===== src/rtl/core/bbc_pkg.sv =====
`default_nettype none
// ----------------------------------------------------------------------------
// Block buffer cache package
// Shared constants, command and status codes, and the control group that
// drives the recency list.
// ----------------------------------------------------------------------------
package bbc_pkg;

   localparam int SLOT_COUNT_DEFAULT = 16;
   localparam int SLOT_COUNT_MAX     = 256;
   localparam int IDX_W              = $clog2(SLOT_COUNT_MAX);

   localparam int CMD_W    = 2;
   localparam int BLOCK_W  = 32;
   localparam int SLOT_IO_W = 4;
   localparam int STATUS_W = 3;

   localparam logic [BLOCK_W-1:0] EMPTY_TAG = '1;

   localparam logic [CMD_W-1:0] CMD_GET     = 2'd0;
   localparam logic [CMD_W-1:0] CMD_WRITE   = 2'd1;
   localparam logic [CMD_W-1:0] CMD_RELEASE = 2'd2;
   localparam logic [CMD_W-1:0] CMD_DONE    = 2'd3;

   localparam logic [STATUS_W-1:0] ST_HIT     = 3'd0;
   localparam logic [STATUS_W-1:0] ST_ALLOC   = 3'd1;
   localparam logic [STATUS_W-1:0] ST_BUSY    = 3'd2;
   localparam logic [STATUS_W-1:0] ST_NOFREE  = 3'd3;
   localparam logic [STATUS_W-1:0] ST_NOTHELD = 3'd4;

   typedef struct packed {
      logic             rotate;
      logic             promote;
      logic [IDX_W-1:0] pos;
      logic [IDX_W-1:0] slot;
   } order_ctl_type;

endpackage

`default_nettype wire


===== src/rtl/core/bbc_order.sv =====
`default_nettype none
// ----------------------------------------------------------------------------
// Block buffer cache recency list
// Holds the slots in most-recently-used order. The list rotates by one entry
// per cycle during a scan, so the entry at the head is the one examined, and
// moves one slot to the front once its position is known.
// ----------------------------------------------------------------------------
module bbc_order
   import bbc_pkg::*;
#(
   parameter int SLOT_COUNT = SLOT_COUNT_DEFAULT,
   localparam int SLOT_W    = $clog2(SLOT_COUNT)
) (
   input  wire logic              clock,
   input  wire logic              reset,
   input  wire order_ctl_type     ctl,
   output logic [SLOT_W-1:0]      head
);

   logic [SLOT_W-1:0] order_ff [SLOT_COUNT];
   logic [SLOT_W-1:0] order_in [SLOT_COUNT];
   logic [SLOT_W-1:0] pos;

   assign pos  = ctl.pos[SLOT_W-1:0];
   assign head = order_ff[0];

   always_comb begin
      for (int k = 0; k < SLOT_COUNT; k++) begin
         order_in[k] = order_ff[k];
      end
      if (ctl.rotate) begin
         for (int k = 0; k < SLOT_COUNT - 1; k++) begin
            order_in[k] = order_ff[k+1];
         end
         order_in[SLOT_COUNT-1] = order_ff[0];
      end else if (ctl.promote) begin
         order_in[0] = ctl.slot[SLOT_W-1:0];
         for (int k = 1; k < SLOT_COUNT; k++) begin
            if (k <= int'(pos)) begin
               order_in[k] = order_ff[k-1];
            end
         end
      end
   end

   always_ff @(posedge clock) begin
      if (reset) begin
         for (int k = 0; k < SLOT_COUNT; k++) begin
            order_ff[k] <= SLOT_W'(SLOT_COUNT - 1 - k);
         end
      end else begin
         for (int k = 0; k < SLOT_COUNT; k++) begin
            order_ff[k] <= order_in[k];
         end
      end
   end

endmodule

`default_nettype wire


===== src/rtl/core/block_buffer_cache_lru.sv =====
`default_nettype none
// ----------------------------------------------------------------------------
// LRU block buffer cache controller
// Tracks SLOT_COUNT buffer slots with tags and busy, dirty and valid flags,
// kept in most-recently-used order. Serves get, write, release and
// disk-done commands and answers each with one result beat.
//
//   Channel  Direction  Handshake            Payload
//   req_     in         req_valid/req_stall  cmd, block_number, slot_in
//   rsp_     out        rsp_valid/rsp_stall  slot_out, status, fill/flush
//
// A get, or a release of a held slot, walks the recency list one entry a cycle
// through one shared comparator, and a release then moves its slot to the front;
// the other commands and rejected requests go from decode straight to the reply.
// The block takes one command at a time; req_stall is high until its result
// has been loaded into the output register. A stalled result holds there.
// Reset is synchronous.
// ----------------------------------------------------------------------------
module block_buffer_cache_lru
   import bbc_pkg::*;
#(
   parameter int SLOT_COUNT = SLOT_COUNT_DEFAULT
) (
   input  wire logic                 clock,
   input  wire logic                 reset,
   input  wire logic                 req_valid,
   output logic                      req_stall,
   input  wire logic [CMD_W-1:0]     req_cmd,
   input  wire logic [BLOCK_W-1:0]   req_block_number,
   input  wire logic [SLOT_IO_W-1:0] req_slot_in,
   output logic                      rsp_valid,
   input  wire logic                 rsp_stall,
   output logic [SLOT_IO_W-1:0]      rsp_slot_out,
   output logic [STATUS_W-1:0]       rsp_status,
   output logic                      rsp_fill_needed,
   output logic                      rsp_flush_needed
);

   localparam int SLOT_W = $clog2(SLOT_COUNT);
   localparam int CNT_W  = $clog2(SLOT_COUNT + 1);

   localparam logic [2:0] S_IDLE    = 3'd0;
   localparam logic [2:0] S_DECODE  = 3'd1;
   localparam logic [2:0] S_SCAN    = 3'd2;
   localparam logic [2:0] S_PROMOTE = 3'd3;
   localparam logic [2:0] S_REPLY   = 3'd4;

   logic [2:0]             state_ff, state_in;
   logic [CMD_W-1:0]       cmd_ff, cmd_in;
   logic [BLOCK_W-1:0]     blk_ff, blk_in;
   logic [SLOT_IO_W-1:0]   sel_ff, sel_in;

   logic [SLOT_COUNT-1:0]  busy_ff, busy_in;
   logic [SLOT_COUNT-1:0]  dirty_ff, dirty_in;
   logic [SLOT_COUNT-1:0]  valid_ff, valid_in;
   logic [SLOT_COUNT-1:0]  tag_set_ff, tag_set_in;

   logic [CNT_W-1:0]       scan_cnt_ff, scan_cnt_in;
   logic                   pipe_valid_ff, pipe_valid_in;
   logic [SLOT_W-1:0]      pipe_slot_ff, pipe_slot_in;
   logic [SLOT_W-1:0]      pipe_pos_ff, pipe_pos_in;
   logic                   hit_found_ff, hit_found_in;
   logic [SLOT_W-1:0]      hit_slot_ff, hit_slot_in;
   logic                   vic_found_ff, vic_found_in;
   logic [SLOT_W-1:0]      vic_slot_ff, vic_slot_in;
   logic [SLOT_W-1:0]      pos_ff, pos_in;

   logic [SLOT_IO_W-1:0]   res_slot_ff, res_slot_in;
   logic [STATUS_W-1:0]    res_status_ff, res_status_in;
   logic                   res_fill_ff, res_fill_in;
   logic                   res_flush_ff, res_flush_in;

   logic                   rsp_valid_ff, rsp_valid_in;
   logic [SLOT_IO_W-1:0]   rsp_slot_ff, rsp_slot_in;
   logic [STATUS_W-1:0]    rsp_status_ff, rsp_status_in;
   logic                   rsp_fill_ff, rsp_fill_in;
   logic                   rsp_flush_ff, rsp_flush_in;

   logic [BLOCK_W-1:0]     tag_mem [SLOT_COUNT];
   logic [BLOCK_W-1:0]     tag_rd_ff;
   logic                   tag_we;

   logic [SLOT_W-1:0]      head;
   logic [SLOT_W-1:0]      sel_idx;
   logic                   sel_in_range;
   logic                   scan_done;
   logic [BLOCK_W-1:0]     cmp_a, cmp_b;
   logic                   cmp_eq;
   order_ctl_type          order_ctl;

   bbc_order #(
      .SLOT_COUNT (SLOT_COUNT)
   ) u_order (
      .clock (clock),
      .reset (reset),
      .ctl   (order_ctl),
      .head  (head)
   );

   assign sel_idx      = SLOT_W'(sel_ff);
   assign sel_in_range = 32'(sel_ff) < 32'(SLOT_COUNT);
   assign scan_done    = scan_cnt_ff == CNT_W'(SLOT_COUNT);

   // The one comparator: tags during a get, slot numbers during a release.
   assign cmp_a  = (cmd_ff == CMD_GET) ? tag_rd_ff : BLOCK_W'(pipe_slot_ff);
   assign cmp_b  = (cmd_ff == CMD_GET) ? blk_ff    : BLOCK_W'(sel_idx);
   assign cmp_eq = cmp_a == cmp_b;

   assign req_stall        = state_ff != S_IDLE;
   assign rsp_valid        = rsp_valid_ff;
   assign rsp_slot_out     = rsp_slot_ff;
   assign rsp_status       = rsp_status_ff;
   assign rsp_fill_needed  = rsp_fill_ff;
   assign rsp_flush_needed = rsp_flush_ff;

   always_comb begin
      state_in      = state_ff;
      cmd_in        = cmd_ff;
      blk_in        = blk_ff;
      sel_in        = sel_ff;
      busy_in       = busy_ff;
      dirty_in      = dirty_ff;
      valid_in      = valid_ff;
      tag_set_in    = tag_set_ff;
      scan_cnt_in   = scan_cnt_ff;
      pipe_valid_in = 1'b0;
      pipe_slot_in  = pipe_slot_ff;
      pipe_pos_in   = pipe_pos_ff;
      hit_found_in  = hit_found_ff;
      hit_slot_in   = hit_slot_ff;
      vic_found_in  = vic_found_ff;
      vic_slot_in   = vic_slot_ff;
      pos_in        = pos_ff;
      res_slot_in   = res_slot_ff;
      res_status_in = res_status_ff;
      res_fill_in   = res_fill_ff;
      res_flush_in  = res_flush_ff;
      rsp_valid_in  = rsp_valid_ff & rsp_stall;
      rsp_slot_in   = rsp_slot_ff;
      rsp_status_in = rsp_status_ff;
      rsp_fill_in   = rsp_fill_ff;
      rsp_flush_in  = rsp_flush_ff;
      order_ctl     = '0;
      tag_we        = 1'b0;

      case (state_ff)
         S_IDLE: begin
            if (req_valid) begin
               cmd_in   = req_cmd;
               blk_in   = req_block_number;
               sel_in   = req_slot_in;
               state_in = S_DECODE;
            end
         end

         S_DECODE: begin
            scan_cnt_in   = '0;
            hit_found_in  = 1'b0;
            vic_found_in  = 1'b0;
            res_fill_in   = 1'b0;
            res_flush_in  = 1'b0;
            res_slot_in   = sel_ff;
            res_status_in = ST_HIT;
            state_in      = S_REPLY;
            if (cmd_ff == CMD_GET) begin
               if (blk_ff == EMPTY_TAG) begin
                  res_slot_in   = '0;
                  res_status_in = ST_NOFREE;
               end else begin
                  state_in = S_SCAN;
               end
            end else if (!sel_in_range) begin
               res_status_in = ST_NOTHELD;
            end else begin
               case (cmd_ff)
                  CMD_WRITE: begin
                     if (busy_ff[sel_idx]) begin
                        dirty_in[sel_idx] = 1'b1;
                        res_flush_in      = 1'b1;
                     end else begin
                        res_status_in = ST_NOTHELD;
                     end
                  end
                  CMD_RELEASE: begin
                     if (busy_ff[sel_idx]) begin
                        state_in = S_SCAN;
                     end else begin
                        res_status_in = ST_NOTHELD;
                     end
                  end
                  default: begin
                     valid_in[sel_idx] = 1'b1;
                     dirty_in[sel_idx] = 1'b0;
                  end
               endcase
            end
         end

         S_SCAN: begin
            if (!scan_done) begin
               order_ctl.rotate = 1'b1;
               scan_cnt_in      = scan_cnt_ff + CNT_W'(1);
               pipe_valid_in    = 1'b1;
               pipe_slot_in     = head;
               pipe_pos_in      = SLOT_W'(scan_cnt_ff);
            end
            if (pipe_valid_ff) begin
               if (cmd_ff == CMD_GET) begin
                  if (cmp_eq && tag_set_ff[pipe_slot_ff] && !hit_found_ff) begin
                     hit_found_in = 1'b1;
                     hit_slot_in  = pipe_slot_ff;
                  end
                  if (!busy_ff[pipe_slot_ff] && !dirty_ff[pipe_slot_ff]) begin
                     vic_found_in = 1'b1;
                     vic_slot_in  = pipe_slot_ff;
                  end
               end else if (cmp_eq) begin
                  pos_in = pipe_pos_ff;
               end
            end
            if (scan_done && !pipe_valid_ff) begin
               if (cmd_ff == CMD_RELEASE) begin
                  state_in = S_PROMOTE;
               end else begin
                  state_in = S_REPLY;
                  if (hit_found_ff) begin
                     res_slot_in = SLOT_IO_W'(hit_slot_ff);
                     if (busy_ff[hit_slot_ff]) begin
                        res_status_in = ST_BUSY;
                     end else begin
                        busy_in[hit_slot_ff] = 1'b1;
                        res_status_in        = ST_HIT;
                        res_fill_in          = !valid_ff[hit_slot_ff];
                     end
                  end else if (vic_found_ff) begin
                     tag_we                  = 1'b1;
                     tag_set_in[vic_slot_ff] = 1'b1;
                     busy_in[vic_slot_ff]    = 1'b1;
                     valid_in[vic_slot_ff]   = 1'b0;
                     dirty_in[vic_slot_ff]   = 1'b0;
                     res_slot_in             = SLOT_IO_W'(vic_slot_ff);
                     res_status_in           = ST_ALLOC;
                     res_fill_in             = 1'b1;
                  end else begin
                     res_slot_in   = '0;
                     res_status_in = ST_NOFREE;
                  end
               end
            end
         end

         S_PROMOTE: begin
            order_ctl.promote = 1'b1;
            order_ctl.pos     = IDX_W'(pos_ff);
            order_ctl.slot    = IDX_W'(sel_idx);
            busy_in[sel_idx]  = 1'b0;
            state_in          = S_REPLY;
         end

         S_REPLY: begin
            if (!(rsp_valid_ff && rsp_stall)) begin
               rsp_valid_in  = 1'b1;
               rsp_slot_in   = res_slot_ff;
               rsp_status_in = res_status_ff;
               rsp_fill_in   = res_fill_ff;
               rsp_flush_in  = res_flush_ff;
               state_in      = S_IDLE;
            end
         end

         default: begin
            state_in = S_IDLE;
         end
      endcase
   end

   always_ff @(posedge clock) begin
      if (tag_we) begin
         tag_mem[vic_slot_ff] <= blk_ff;
      end
      tag_rd_ff <= tag_mem[head];
   end

   always_ff @(posedge clock) begin
      if (reset) begin
         state_ff      <= S_IDLE;
         busy_ff       <= '0;
         dirty_ff      <= '0;
         valid_ff      <= '0;
         tag_set_ff    <= '0;
         pipe_valid_ff <= 1'b0;
         rsp_valid_ff  <= 1'b0;
      end else begin
         state_ff      <= state_in;
         busy_ff       <= busy_in;
         dirty_ff      <= dirty_in;
         valid_ff      <= valid_in;
         tag_set_ff    <= tag_set_in;
         pipe_valid_ff <= pipe_valid_in;
         rsp_valid_ff  <= rsp_valid_in;
      end
   end

   always_ff @(posedge clock) begin
      cmd_ff        <= cmd_in;
      blk_ff        <= blk_in;
      sel_ff        <= sel_in;
      scan_cnt_ff   <= scan_cnt_in;
      pipe_slot_ff  <= pipe_slot_in;
      pipe_pos_ff   <= pipe_pos_in;
      hit_found_ff  <= hit_found_in;
      hit_slot_ff   <= hit_slot_in;
      vic_found_ff  <= vic_found_in;
      vic_slot_ff   <= vic_slot_in;
      pos_ff        <= pos_in;
      res_slot_ff   <= res_slot_in;
      res_status_ff <= res_status_in;
      res_fill_ff   <= res_fill_in;
      res_flush_ff  <= res_flush_in;
      rsp_slot_ff   <= rsp_slot_in;
      rsp_status_ff <= rsp_status_in;
      rsp_fill_ff   <= rsp_fill_in;
      rsp_flush_ff  <= rsp_flush_in;
   end

endmodule

`default_nettype wire


===== config.mk =====
export PLATFORM = sky130hd
export DESIGN_NAME = block_buffer_cache_lru
export DESIGN_NICKNAME = d
export VERILOG_FILES = /design/src/rtl/core/bbc_pkg.sv /design/src/rtl/core/bbc_order.sv /design/src/rtl/core/block_buffer_cache_lru.sv
export SDC_FILE = /design/constraint.sdc
export NUM_CORES = 1
export LEC_CHECK = 0
export BUFFER_PORTS_ARGS = -buffer_cell sky130_fd_sc_hd__buf_2
export CAP_MARGIN = 20
export CORE_MARGIN = 3
export CORE_UTILIZATION = 60
export DETAILED_ROUTE_END_ITERATION = 12
export PLACE_DENSITY = 0.77
export SETUP_SLACK_MARGIN = 0.3
export SYNTH_ARGS = -nofsm -noshare
export SYNTH_HDL_FRONTEND = slang
export SYNTH_SLANG_ARGS = --single-unit

===== constraint.sdc =====
create_clock -name clock -period 4.2 [get_ports clock]
set_clock_uncertainty 0.05 [all_clocks]
set_input_delay 1.26 -clock clock [delete_from_list [all_inputs] [get_ports clock]]
set_output_delay 1.26 -clock clock [all_outputs]
set_load 0.1 [all_outputs]

==> metrics.md, run 1 <==
| Metric | Value |
|---|---|
| Antenna violations before repair | 0 |
| Main combinational cell family by area after synthesis | multiplexers |
| Clock latency on the worst-skew pair | 0.62 ns |
| Buffers added on ports | 52 |
| Remaining antenna violation count | 0 |
| Fmax achieved | 0.271 GHz |
| Kind of critical path | reg2reg |
| Post-synth top area cell | edfxtp_1 |
| CP Launch Type | register |
| Vias | 17,800 |
| Setup TNS | 0 ns |
| Max-slew headroom | 32.1% |
| Clock sinks | 760 |
| First DRT Iteration DRCs | 2,369 |
| P_leak | 11.6 nW |
| Worst Setup End Kind | register |
| FF-to-FF setup slack | 0.51 ns |
| HPWL after DPL | 40,400 um |
| Pins over their slew limit | 0 |
| CTS H-tree lvls | 3 |
| Residual DRC | 0 |
| Final setup margin | 0.505 ns |
| Seq/Total Area, Yosys | 69.6% |
| Post-Synth Adder-Cell Area | 0.288% |
| Syn_area_per_cell | 15.7 sq um |
| Post-synthesis simple-gate area fraction | 8.08% |
| EDFF count, synth | 595 |
| Post-synth cell types | 61 |
| Antenna diodes | 0 |
| Cell Rows | 81 |
| Final-report hold violation count | 0 |
| RSZ-0062 raised after global routing | no |
| Clk buf depth | 3 |
| Layout overhead on the synthesized area | 12.9% |
| Combinational power share | 4.3% |
| Place WS | 0.577 ns |
| Layout cells sized above 1 | 21.9% |
| Min Hold Slack | 0.378 ns |
| Synth top area share | 58.7% |
| Syn. warnings | 0 |
| Post-synth top cells | 595 x edfxtp_1, 226 x nor2_1, 176 x mux4_2, 165 x dfxtp_1, 139 x nand2_1 |
| Sw Ratio | 21.6% |
| Clk pwr share | 42.9% |
| Pre-antenna DRT Iters | 5 |
| Hold Crit Class | reg2reg |
| Sw power | 3.45 mW |
| Final Cycle Share | 88.0% |
| Peak VDD IR | 0.000453 V |
| Post-CTS setup buffers | 0 |
| Post-Synthesis Cells | 1,944 |
| Proportion of synthesized area in mux cells | 13.9% |
| Top_reg_cell synth | edfxtp_1 |
| Vias in the first global route | 17,900 |
| Critical path data required time | 4.39 ns |
| Io pins | 53 |
| Root Driver | clkbuf_16 |
| First-pass GRT wire length | 111,000 um |
| CP Max Fanout | 18 |
| Worst-path clk slew | 0.06 ns |
| Largest net degree at the start of global routing | 71 |
| Max-cap check violation count | 0 |
| CTS Buf Count | 76 |
| Finished Layout Cells | 2,746 |
| Full die area | 53,400 sq um |
| Fin crit period | 3.69 ns |
| Starting density of the core | 61.4% |
| Worst-Margin Slew | 1.02 ns |
| Layout net count | 2,070 |
| Synth Area in Compound Gates | 5.44% |
| Syn Nets | 1,993 |
| XOR/XNOR share of the synthesized area | 1.01% |
| Pint | 12.5 mW |
| Die Y | 231 um |
| CTS tree | yes |
| Die Wd | 231 um |
| Status | completed |
| Sequential share of power | 52.8% |
| Gpl congestion | 0.900 |
| # placed instances | 2,606 |
| Core Area | 49,600 sq um |
| CP arrival | 3.88 ns |
| Gr usage total | 27.8% |
| Final setup violation count | 0 |
| Most area-consuming cells after synthesis | edfxtp_1 59%, mux4_2 13%, dfxtp_1 11% |
| Hold buffers post-CTS | 0 |
| DR vias/cell | 6.48 |
| Cell area after synthesis | 30,400 sq um |
| Synth Register Bits | 760 |
| Ys async rst share | 0% |
| Cell with the most instances after synthesis | edfxtp_1 |
| WL final | 72,200 um |
| Detailed-route wire length per cell | 26.3 um |
| Total power | 15.9 mW |
| Power per standard cell area | 464 nW/um^2 |
| Global route overflow | 0 |
layout make-up:
type | count | area (sq um)
Timing Repair Buffer | 111 | 881
Sequential cell | 760 | 21200
Tap cell | 664 | 831
Clock buffer | 101 | 2130
Multi-Input combinational cell | 1051 | 8860
Inverter | 21 | 78.8
Clock inverter | 38 | 385
Fill cell | 3096 | 15200
critical path, cell delays in order, from the launching register on:
cell	delay (ns)
edfxtp_1	0.61
xor2_1	0.26
nor4_1	0.64
nand4_1	0.28
nor4b_1	0.63
buf_4	0.21
o211ai_1	0.11
nor3_1	0.53
cell usage in the layout (no fill, tap or decap), types with 16 or more instances in the layout:
cell	synthesis	final
edfxtp_1	595	595
a21oi_1	90	90
xor2_1	32	32
nor3_1	19	19
o21ai_0	70	70
nand2b_1	25	25
mux2i_1	18	18
clkinv_2	0	16
a311oi_1	27	27
nor2b_1	45	45
a31oi_1	22	22
nand2_1	139	139
dfxtp_1	165	161
nand3_1	35	35
clkbuf_16	0	79
inv_1	19	19
mux4_2	176	176
nor2_1	226	209
buf_2	11	51
buf_4	1	46
nor2_4	0	17
metrics by stage:
step | util [%] | area, sq um
after CTS | 69.3 | 34300
after global routing | 69.3 | 34300
final | 69.3 | 34300
after floorplan | - | 30400
after global placement | 64.2 | 31800
after detailed placement | 64.2 | 31800
logic make-up after synthesis:
kind of cell	count (synthesis)
simple gates	545
fa+ha+maj	7
mux	199
compound gates	265
flops	760
xor+xnor	35
buf+inv	133
power by group through the flow:
stage | clock network, mW | registers [mW] | logic (mW)
6_report | 6.83 | 8.40 | 0.682
5_1_grt | 7.23 | 8.42 | 0.737
4_1_cts | 6.91 | 8.41 | 0.679
3_5_place_dp | 0 | 8.56 | 0.670
3_3_place_gp | 0 | 8.55 | 0.656
2_1_floorplan | 0 | 8.51 | 0.468
worst paths after layout:
kind,endpoint,depth (start not counted),startpoint
max,pos_ff[0]$_DFFE_PP_,7,blk_ff[11]$_DFFE_PP_
min,pos_ff[1]$_DFFE_PP_,0,pipe_pos_ff[1]$_DFFE_PP_
max reg2reg,pos_ff[0]$_DFFE_PP_,7,blk_ff[11]$_DFFE_PP_
min reg2reg,pos_ff[1]$_DFFE_PP_,0,pipe_pos_ff[1]$_DFFE_PP_
sequential cells by signal, indices dropped and copies added, names as in the netlist, 4 cells and up, named ones only:
name and cells:
hit_slot_ff 4, rsp_slot_out 4, u_order.order_ff 64, tag_mem 512
pos_ff 4, blk_ff 32, pipe_pos_ff 4, tag_rd_ff 32
busy_ff 16, valid_ff 16, vic_slot_ff 4, pipe_slot_ff 4
tag_set_ff 16, sel_ff 4, res_slot_ff 4, scan_cnt_ff 5
routing by layer:
metal | GRT usage, % | vias up | share of wire, % | wire length (um)
met5 | 0 | - | 0 | 0
met4 | 9.47 | 0 | 3.3 | 2380
met3 | 6.21 | 187 | 8.6 | 6180
met2 | 44.9 | 912 | 49 | 35700
met1 | 38.1 | 9000 | 39 | 27900
li1 | - | 7695 | - | -
what timing repair did:
item | 4_1_cts | 5_1_grt
gates resized for setup | 0 | 1
endpoints found under the hold margin | 0 | 0
endpoints found under the setup margin | 0 | 4
(Power assumes the default switching activity.)
==> inputs of run 2 (changes only) <==
--- a/config.mk
+++ b/config.mk
@@ -5,6 +5,7 @@
 export SDC_FILE = /design/constraint.sdc
 export NUM_CORES = 1
 export LEC_CHECK = 0
+export ABC_AREA = 1
 export BUFFER_PORTS_ARGS = -buffer_cell sky130_fd_sc_hd__buf_2
 export CAP_MARGIN = 20
 export CORE_MARGIN = 3
==> run 2 against run 1 <==
Effect of this change:
- critical path depth rose by 5
- sequential share of layout area fell by 1.3 points
- highest routed layer is now met5
- power rose by 5.2%
- register-to-register slack improved by 0.48 ns
- global-route usage rose by 0.61 points
- first-iteration DRC count rose by 15%
- sequential power rose by 4.4%
- worst hold slack got worse by 0.010 ns
==> metrics.md, run 2 <==
| Metric | Value |
|---|---|
| Status | completed |
| CP Cell Sequence | nor3_4, inv_2, buf_4, nor2_1, nor2_1, nand2_2, a21oi_2, nand2_2, inv_2, nand2_1, a21oi_1, nor2_1 |
| Max-cap check violation count | 0 |
| Final setup margin | 0.988 ns |
| Critical-path top delay cell | dfxtp_1 |
| Final setup violation count | 0 |
| Final-report hold violation count | 0 |
| CTS Buf Count | 76 |
| Cell mode on critical path | nor2_1 |
| Clock latency on the worst-skew pair | 0.63 ns |
| Max FFs per register | 512 |
| WL final | 80,800 um |
| Syn. warnings | 0 |
| Worst R2R End | valid_ff[3]$_SDFFE_PP0P_ |
| Residual DRC | 0 |
| Post-synthesis simple-gate area fraction | 12.8% |
| Die Wd | 236 um |
| Layout cells sized above 1 | 8.76% |
| CP Max Fanout | 46 |
| Gpl congestion | 0.976 |
| P_leak | 13.0 nW |
| Clock sinks | 760 |
| Proportion of synthesized area in mux cells | 2.81% |
| EDFF count, synth | 595 |
| Main combinational cell family by area after synthesis | simple AND/OR/NAND/NOR gates |
| Ys async rst share | 0% |
| Max-slew headroom | 25.4% |
| FF-to-FF setup slack | 0.99 ns |
| Largest net degree at the start of global routing | 177 |
| Vias | 22,600 |
| Fmax achieved | 0.311 GHz |
| Antenna violations before repair | 1 |
| Min Hold Slack | 0.368 ns |
| Hold Crit Class | reg2reg |
| XOR/XNOR share of the synthesized area | 0.166% |
| Seq/Total Area, Yosys | 66.8% |
| CP arrival | 3.67 ns |
| Finished Layout Cells | 3,569 |
| Global route overflow | 0 |
| Post-synth cell types | 50 |
| Hold buffers post-CTS | 0 |
| Setup TNS | 0 ns |
| First DRT Iteration DRCs | 2,733 |
| Layout overhead on the synthesized area | 10.8% |
| Synth top area share | 56.4% |
| RR Startpoint | state_ff[0]$_SDFFE_PP0P_ |
| Pre-antenna DRT Iters | 6 |
| Clk buf depth | 3 |
| Starting density of the core | 61.2% |
| Hold Path End | pos_ff[0]$_DFFE_PP_ |
| Worst-path clk slew | 0.06 ns |
| Most common cell after layout, fill and taps aside | edfxtp_1 |
| Power per standard cell area | 477 nW/um^2 |
| Worst Setup End Kind | register |
| Synth Register Bits | 760 |
| Reg2reg path depth | 12 |
| Die Y | 236 um |
| Vias in the first global route | 21,400 |
| Final Cycle Share | 76.5% |
| Post-synth top cells | 595 x edfxtp_1, 385 x nand2_1, 345 x nor2_1, 268 x o21ai_0, 187 x inv_1 |
| Antenna diodes | 0 |
| Remaining antenna violation count | 0 |
| Synth Area in Compound Gates | 12.7% |
| Io pins | 53 |
| Root Driver | clkbuf_16 |
| Worst Path Buf+Inv | 3 |
| Cell area after synthesis | 31,700 sq um |
| DR vias/cell | 6.33 |
| Layout net count | 2,875 |
| Core Area | 51,800 sq um |
| Syn Nets | 2,856 |
| Largest regs | tag_mem x512, u_order.order_ff x64 |
| Fin crit period | 3.21 ns |
| Peak VDD IR | 0.000429 V |
| # resized after CTS | 0 |
| Most area-consuming cells after synthesis | edfxtp_1 56%, dfxtp_1 10%, nand2_1 4.6% |
| Place WS | 1.11 ns |
| CTS tree | yes |
| Gr usage total | 28.4% |
| Post-CTS setup buffers | 0 |
| CTS H-tree lvls | 3 |
| Pins over their slew limit | 0 |
| Hold Path Stages | 0 |
| Post-synth top area cell | edfxtp_1 |
| Worst-Margin Slew | 1.12 ns |
| Delay-heaviest family, CP | simple AND/OR/NAND/NOR gates |
| # placed instances | 3,428 |
| Kind of critical path | reg2reg |
| Cell with the most instances after synthesis | edfxtp_1 |
| RSZ-0062 raised after global routing | no |
| HPWL after DPL | 47,300 um |
| Largest Register | tag_mem |
| Critical path data required time | 4.66 ns |
| Hold Crit Start | pipe_pos_ff[0]$_DFFE_PP_ |
| Cell Rows | 83 |
| Full die area | 55,600 sq um |
| Syn_area_per_cell | 11.3 sq um |
| Post-Synth Adder-Cell Area | 0.276% |
| Detailed-route wire length per cell | 22.6 um |
| Buffers added on ports | 52 |
| Most frequent cells in the layout | 595 x edfxtp_1, 385 x nand2_1, 344 x nor2_1, 268 x o21ai_0, 172 x inv_1 |
| First-pass GRT wire length | 124,000 um |
| Post-Synthesis Cells | 2,807 |
| Top_reg_cell synth | edfxtp_1 |
| Critical Path Max Stage Delay | 0.46 ns |
| CP Launch Type | register |
==> run 2: cell types whose count changed in the layout (fill, tap and decap cells not counted), sizes merged, moves of 45 or more <==
cell    delta
mux4     -177
nor2b     -45
inv      +174
nand2    +248
nand3b    +51
nor2     +120
o211ai    +48
o221ai    +88
mux2i     +71
o21ai    +189
nand3     +71
==> run 2: how the worst max path moves through the flow <==
| stage | from | end | slack (ns) | depth (start not counted) |
|---|---|---|---|---|
| after floorplan | req_valid | blk_ff[0]$_DFFE_PP_ | 0.81 | 2 |
| after global placement | state_ff[0]$_SDFFE_PP0P_ | valid_ff[7]$_SDFFE_PP0P_ | 1.23 | 12 |
| after detailed placement | state_ff[0]$_SDFFE_PP0P_ | valid_ff[14]$_SDFFE_PP0P_ | 1.11 | 12 |
| after CTS | state_ff[0]$_SDFFE_PP0P_ | req_stall | 1.07 | 3 |
| after global routing | state_ff[0]$_SDFFE_PP0P_ | valid_ff[10]$_SDFFE_PP0P_ | 0.72 | 12 |
| final | state_ff[0]$_SDFFE_PP0P_ | valid_ff[3]$_SDFFE_PP0P_ | 0.99 | 12 |
==> run 2: area by class of cell <==
cell class	instances	area [sq um]
clock inverters	25	277
multi-input cells	1682	9100
flip-flops and latches	760	21200
fillers	3714	16700
repair buffers	107	798
clock buffers	116	2150
inverters	199	749
well taps	680	851
==> run 2: worst register-to-register path: cells and delay by family, from the launching register on <==
family	cells	cell delay, ns
and+or+nand+nor	7	1.12
AOI/OAI and AO/OA	2	0.56
DFF	1	0.46
buffers and inverters	3	0.91
==> run 2: kinds of logic after synthesis <==
group,Yosys count
buffers and inverters,365
xor gates and xnor gates,6
adders and majority gates,7
DFF,760
muxes,89
AOI/OAI and AO/OA,634
and+or+nand+nor,946
==> run 2: metrics by stage <==
stage | power [mW] | util, % | cell area (sq um)
after floorplan | 9.79 | - | 31700
after global placement | 10.3 | 63.1 | 32700
after detailed placement | 10.3 | 63.1 | 32700
after global routing | 17.3 | 67.8 | 35100
after CTS | 16.8 | 67.8 | 35100
final | 16.8 | 67.8 | 35100
==> run 2: metal layers <==
metal,vias up,GRT usage (%),wire length (um)
li1,10200,-,-
met1,11100,39.3,33000
met2,1097,45.3,38100
met3,195,5.23,6790
met4,2,10.6,2840
met5,-,0,13
==> run 2: power by group <==
part | switching (mW) | internal [mW]
registers | 0.330 | 8.44
logic | 0.958 | 0.439
clock network | 2.83 | 3.76
total | 4.12 | 12.6
